--- src/psc_pkg.sv ---
// ----------------------------------------------------------------------------
// psc_pkg: shared types of the polar SC decoder
// Payload structs of both channels and the op code of the node unit.
// ----------------------------------------------------------------------------
`timescale 1ns / 1ps

package psc_pkg;

   localparam int CHAN_W = 8;
   localparam int POS_W  = 6;
   localparam int MASK_W = 64;

   typedef struct packed {
      logic signed [CHAN_W-1:0] channel_llr;
      logic                     block_end;
   } req_type;

   typedef struct packed {
      logic             decoded_bit;
      logic [POS_W-1:0] bit_position;
      logic             was_frozen;
      logic             final_bit;
   } rsp_type;

   typedef struct packed {
      logic use_g;
      logic psum;
   } node_op_type;

endpackage

--- src/psc_node_unit.sv ---
// ----------------------------------------------------------------------------
// psc_node_unit: min-sum f / sign-controlled g with saturation
// Combines two child LLRs into one parent LLR of the same width.
// ----------------------------------------------------------------------------
`timescale 1ns / 1ps

module psc_node_unit #(
   parameter int LLR_W = 10
) (
   input  logic signed [LLR_W-1:0] llr_a,
   input  logic signed [LLR_W-1:0] llr_b,
   input  psc_pkg::node_op_type    op,
   output logic signed [LLR_W-1:0] llr_out
);

   localparam logic signed [LLR_W+1:0] SAT_MAX = (LLR_W+2)'((1 << (LLR_W-1)) - 1);
   localparam logic signed [LLR_W+1:0] SAT_MIN = -SAT_MAX - (LLR_W+2)'(1);

   logic signed [LLR_W+1:0] a_ext;
   logic signed [LLR_W+1:0] b_ext;
   logic signed [LLR_W+1:0] mag_a;
   logic signed [LLR_W+1:0] mag_b;
   logic signed [LLR_W+1:0] mag_min;
   logic signed [LLR_W+1:0] raw;

   always_comb begin
      a_ext   = (LLR_W+2)'(llr_a);
      b_ext   = (LLR_W+2)'(llr_b);
      mag_a   = a_ext[LLR_W+1] ? -a_ext : a_ext;
      mag_b   = b_ext[LLR_W+1] ? -b_ext : b_ext;
      mag_min = (mag_a < mag_b) ? mag_a : mag_b;
      if (op.use_g) begin
         raw = op.psum ? (a_ext - b_ext) : (a_ext + b_ext);
      end else if (llr_a == '0 || llr_b == '0) begin
         raw = '0;
      end else begin
         raw = (llr_a[LLR_W-1] == llr_b[LLR_W-1]) ? mag_min : -mag_min;
      end
      if (raw > SAT_MAX) begin
         llr_out = SAT_MAX[LLR_W-1:0];
      end else if (raw < SAT_MIN) begin
         llr_out = SAT_MIN[LLR_W-1:0];
      end else begin
         llr_out = raw[LLR_W-1:0];
      end
   end

endmodule

--- config.mk ---
export PLATFORM = sky130hd
export DESIGN_NAME = psc_node_unit
export DESIGN_NICKNAME = d
export VERILOG_FILES = /design/src/psc_pkg.sv /design/src/psc_node_unit.sv
export SDC_FILE = /design/constraint.sdc
export NUM_CORES = 1
export LEC_CHECK = 0
export ABC_CLOCK_PERIOD_IN_PS = 13600
export BUFFER_PORTS_ARGS = -buffer_cell sky130_fd_sc_hd__buf_2
export CAP_MARGIN = 10
export CORE_ASPECT_RATIO = 1.1
export CORE_UTILIZATION = 50
export DETAILED_ROUTE_END_ITERATION = 10
export PLACE_DENSITY_LB_ADDON = 0.1
export REMOVE_ABC_BUFFERS = 1
export SYNTH_ARGS = -nofsm -noshare
export SYNTH_HDL_FRONTEND = slang
export SYNTH_SLANG_ARGS = --single-unit
--- constraint.sdc ---
create_clock -name vclk -period 13.6
set_clock_uncertainty 0.15 [all_clocks]
set_input_delay 1.36 -clock vclk [all_inputs]
set_output_delay 1.36 -clock vclk [all_outputs]
set_load 0.02 [all_outputs]
==> impl_summary.md <==
Logic synthesis
The synthesized netlist cell count is between 300 and 400. After synthesis, the netlist uses 61 different library cells. The top cell type's share of synthesized area is between 10% and 20%.

Yosys attributes the largest share of cell area to sky130_fd_sc_hd__ha_1 (15%), sky130_fd_sc_hd__xnor2_1 (13%), sky130_fd_sc_hd__xor2_1 (5.3%). Of the synthesized area, sequential elements account for 0%. Summing the areas of all fa, ha and maj instances in the mapped netlist gives 15.5% of the synthesized area. The post-synthesis share of cell area spent on xor and xnor gates is 18.7%. The average size of a mapped cell is 7.09 sq um. By count the netlist is led by sky130_fd_sc_hd__xnor2_1 (31), sky130_fd_sc_hd__nor2_1 (29), sky130_fd_sc_hd__ha_1 (25). The multiplexer share of the synthesized area is ~6%. After synthesis, the largest family of logic cells by area is compound AO/OA/AOI/OAI gates.

The post-synthesis cell type with the largest combined area is sky130_fd_sc_hd__ha_1. The cell area after synthesis is 2150 sq um. The number of warning messages in the yosys log is 0. sky130_fd_sc_hd__xnor2_1 is the most common cell in the netlist. The synthesized netlist devotes 28.8% of its cell area to compound gates. The area share of and/or/nand/nor cells after synthesis is 24.1%.

Clock network
The post-CTS setup buffer count is 0. The number of hold-repair buffers added at the cts stage is 0. After clock tree synthesis, the repair step resized 0 gates.

Floorplanning
In this run the core area contains 24 standard-cell rows. Pin placement for this block handled 32 I/O pins. The die is 64.5 um wide. Once the floorplan was initialized, standard cells occupied 53.0% of the core.

After floorplanning, the core was sized to cover 4050 sq um. Measured along the y axis, the die boundary spans 70.8 um. The die covers 4560 sq um.

Power and ir drop
Power spread over the standard cell area amounts to ~62 nW/um^2. The design draws 0.144 mW. The worst-case IR drop observed on VDD is 0.0279 mV.

The reported leakage power is 1.01 nW.

GRT
For this run, global-route usage on met3 was measured as less than 1%. Global routing consumed, over all layers together, 25.5% of the routing resources. The number of global-route vias before repair came to roughly 2,000. The global-route met2 utilization is 44.2%. The global routing stage identified its most utilized layer as met2. The initial antenna violation count was 0.

For met1 alone, demand over resource in global routing was 35.8%. The total congestion overflow after global routing is 0. The first-pass GRT wire length is 9.39 mm. Entering global routing, the biggest net connects 19 pins.

Timing
The worst slew slack as a fraction of its limit is 52.4%. The final max-slew violation count is 0. The number of setup violations in the final report is 0.

Setup repair after global routing left no endpoint under its margin. Subtracting the final worst setup slack from the clock period gives about 8.1 ns. Based on the critical path, the design can be clocked at up to 124 MHz. After routing, the total negative slack on setup checks comes to 0 ns. The tightest hold path in the finished design has a slack of 3.15 ns. The number of failing hold endpoints at the final stage came to 0. The transition at the pin with the smallest max-transition slack is approximately 0.71 ns. The post-route clock period utilization is 59.5%.

Routing
Using the TritonRoute via totals, the vias-per-cell ratio works out to 5.79. The first-pass iteration count of the detailed router is 4. In this run the remaining antenna-violating nets after routing total 0. The final route contains 2,178 vias. The number of DRC markers in iteration 0 is about 130.

The DRC violations left is 0. The final routed wirelength across all metal layers is 5.74 mm. The detailed-route wire length per cell is 15.3 um.

Placed design
The placer congestion estimate is ~0.90. Detailed placement ended at an HPWL of 4.80 mm. The number of I/O port buffers is 32.

Hold path
In this run the worst hold path is classified as in2out.

Finish
The clock buffer count in the final layout is 0. The number of antenna diodes in the final layout is 0. The fraction of layout instances using a drive strength above 1 is 14.5%. The final net count is ~370. The sequential cell area in the final layout is 0 sq um.

The area overhead of the layout relative to synthesis is 8.15%. The count of sequential standard cells is 0.

Worst setup path
The peak fanout along the critical path is 18. The critical path is of the in2out type. The worst setup path is captured at a primary output.

The data arrival time of the worst path is 6.58 ns. The element type at the critical path start is a primary input. The required time of the critical path is ~12 ns.

Flow run
The max-cap check violation count is 0.

Status
The run finished with clean final reports.
==> power by group <==
group          leakage [nW]  internal (mW)  switching, mW
clock network             0              0              0
registers                 0              0              0
logic                  1.01         0.0590         0.0850
total                  1.01         0.0590         0.0850
==> through the flow <==
| step | area (sq um) | util [%] | cells | setup slack, ns |
|---|---|---|---|---|
| 6_report | 2320 | 57.3 | 376 | 5.51 |
| 2_1_floorplan | 2080 | - | 290 | 6.22 |
| 5_1_grt | 2320 | 57.3 | 376 | 5.06 |
| 3_5_place_dp | 2320 | 57.3 | 376 | 5.54 |
| 4_1_cts | 2320 | 57.3 | 376 | 5.53 |
| 3_3_place_gp | 2320 | 57.3 | 376 | 5.56 |
==> layer usage <==
layer | wire [um] | vias to the layer above
met5 | 0 | -
li1 | - | 1148
met1 | 2720 | 973
met3 | 203 | 6
met4 | 47 | 0
met2 | 2780 | 51
==> layout make-up <==
class                      count  area (sq um)
fill                         398          1730
inverter                      18          67.6
timing repair buffer          34           175
tap                           52          65.1
multi-input combinational    272          2020
==> cell families after synthesis <==
kind of cell | Yosys count
buf+inv | 32
fa+ha+maj | 26
xor+xnor | 45
mux | 13
compound gates | 86
other cells | 2
simple gates | 99
==> final timing paths <==
path              cells after the start      from  slack (ns)          to
hold / removal                        5     op[1]        3.15  llr_out[0]
setup / recovery                     22  llr_a[1]        5.51  llr_out[6]
==> layout by cell type, fill, tap and decap left out, types with 7 or more instances in the layout <==
cell type	n
sky130_fd_sc_hd__buf_2	32
sky130_fd_sc_hd__xnor2_1	31
sky130_fd_sc_hd__nor2_1	29
sky130_fd_sc_hd__ha_1	25
sky130_fd_sc_hd__nand2_1	19
sky130_fd_sc_hd__inv_1	18
sky130_fd_sc_hd__o21ai_0	15
sky130_fd_sc_hd__xor2_1	13
sky130_fd_sc_hd__a21oi_1	13
sky130_fd_sc_hd__mux2i_1	11
sky130_fd_sc_hd__o21ai_1	10
sky130_fd_sc_hd__nand3_1	8
sky130_fd_sc_hd__nand2b_1	7
sky130_fd_sc_hd__o21a_1	7
sky130_fd_sc_hd__o31ai_1	7
==> critical path, cell delays in order <==
cell and delay (ns):
sky130_fd_sc_hd__buf_2 0.14, sky130_fd_sc_hd__inv_1 0.13, sky130_fd_sc_hd__ha_1 0.23, sky130_fd_sc_hd__or3b_1 0.45, sky130_fd_sc_hd__o31ai_1 0.26, sky130_fd_sc_hd__xor2_1 0.29, sky130_fd_sc_hd__inv_1 0.14, sky130_fd_sc_hd__ha_1 0.23
sky130_fd_sc_hd__a211oi_1 0.26, sky130_fd_sc_hd__a2111oi_0 0.15, sky130_fd_sc_hd__o21a_1 0.15, sky130_fd_sc_hd__a21oi_1 0.16, sky130_fd_sc_hd__o21a_1 0.62, sky130_fd_sc_hd__mux2i_1 0.32, sky130_fd_sc_hd__ha_1 0.26, sky130_fd_sc_hd__nand3_1 0.09
sky130_fd_sc_hd__o31ai_1 0.26, sky130_fd_sc_hd__xnor2_1 0.16, sky130_fd_sc_hd__nor2_1 0.09, sky130_fd_sc_hd__o311a_4 0.46, sky130_fd_sc_hd__o21ai_1 0.18, sky130_fd_sc_hd__buf_2 0.19
(Power assumes the default switching activity.)
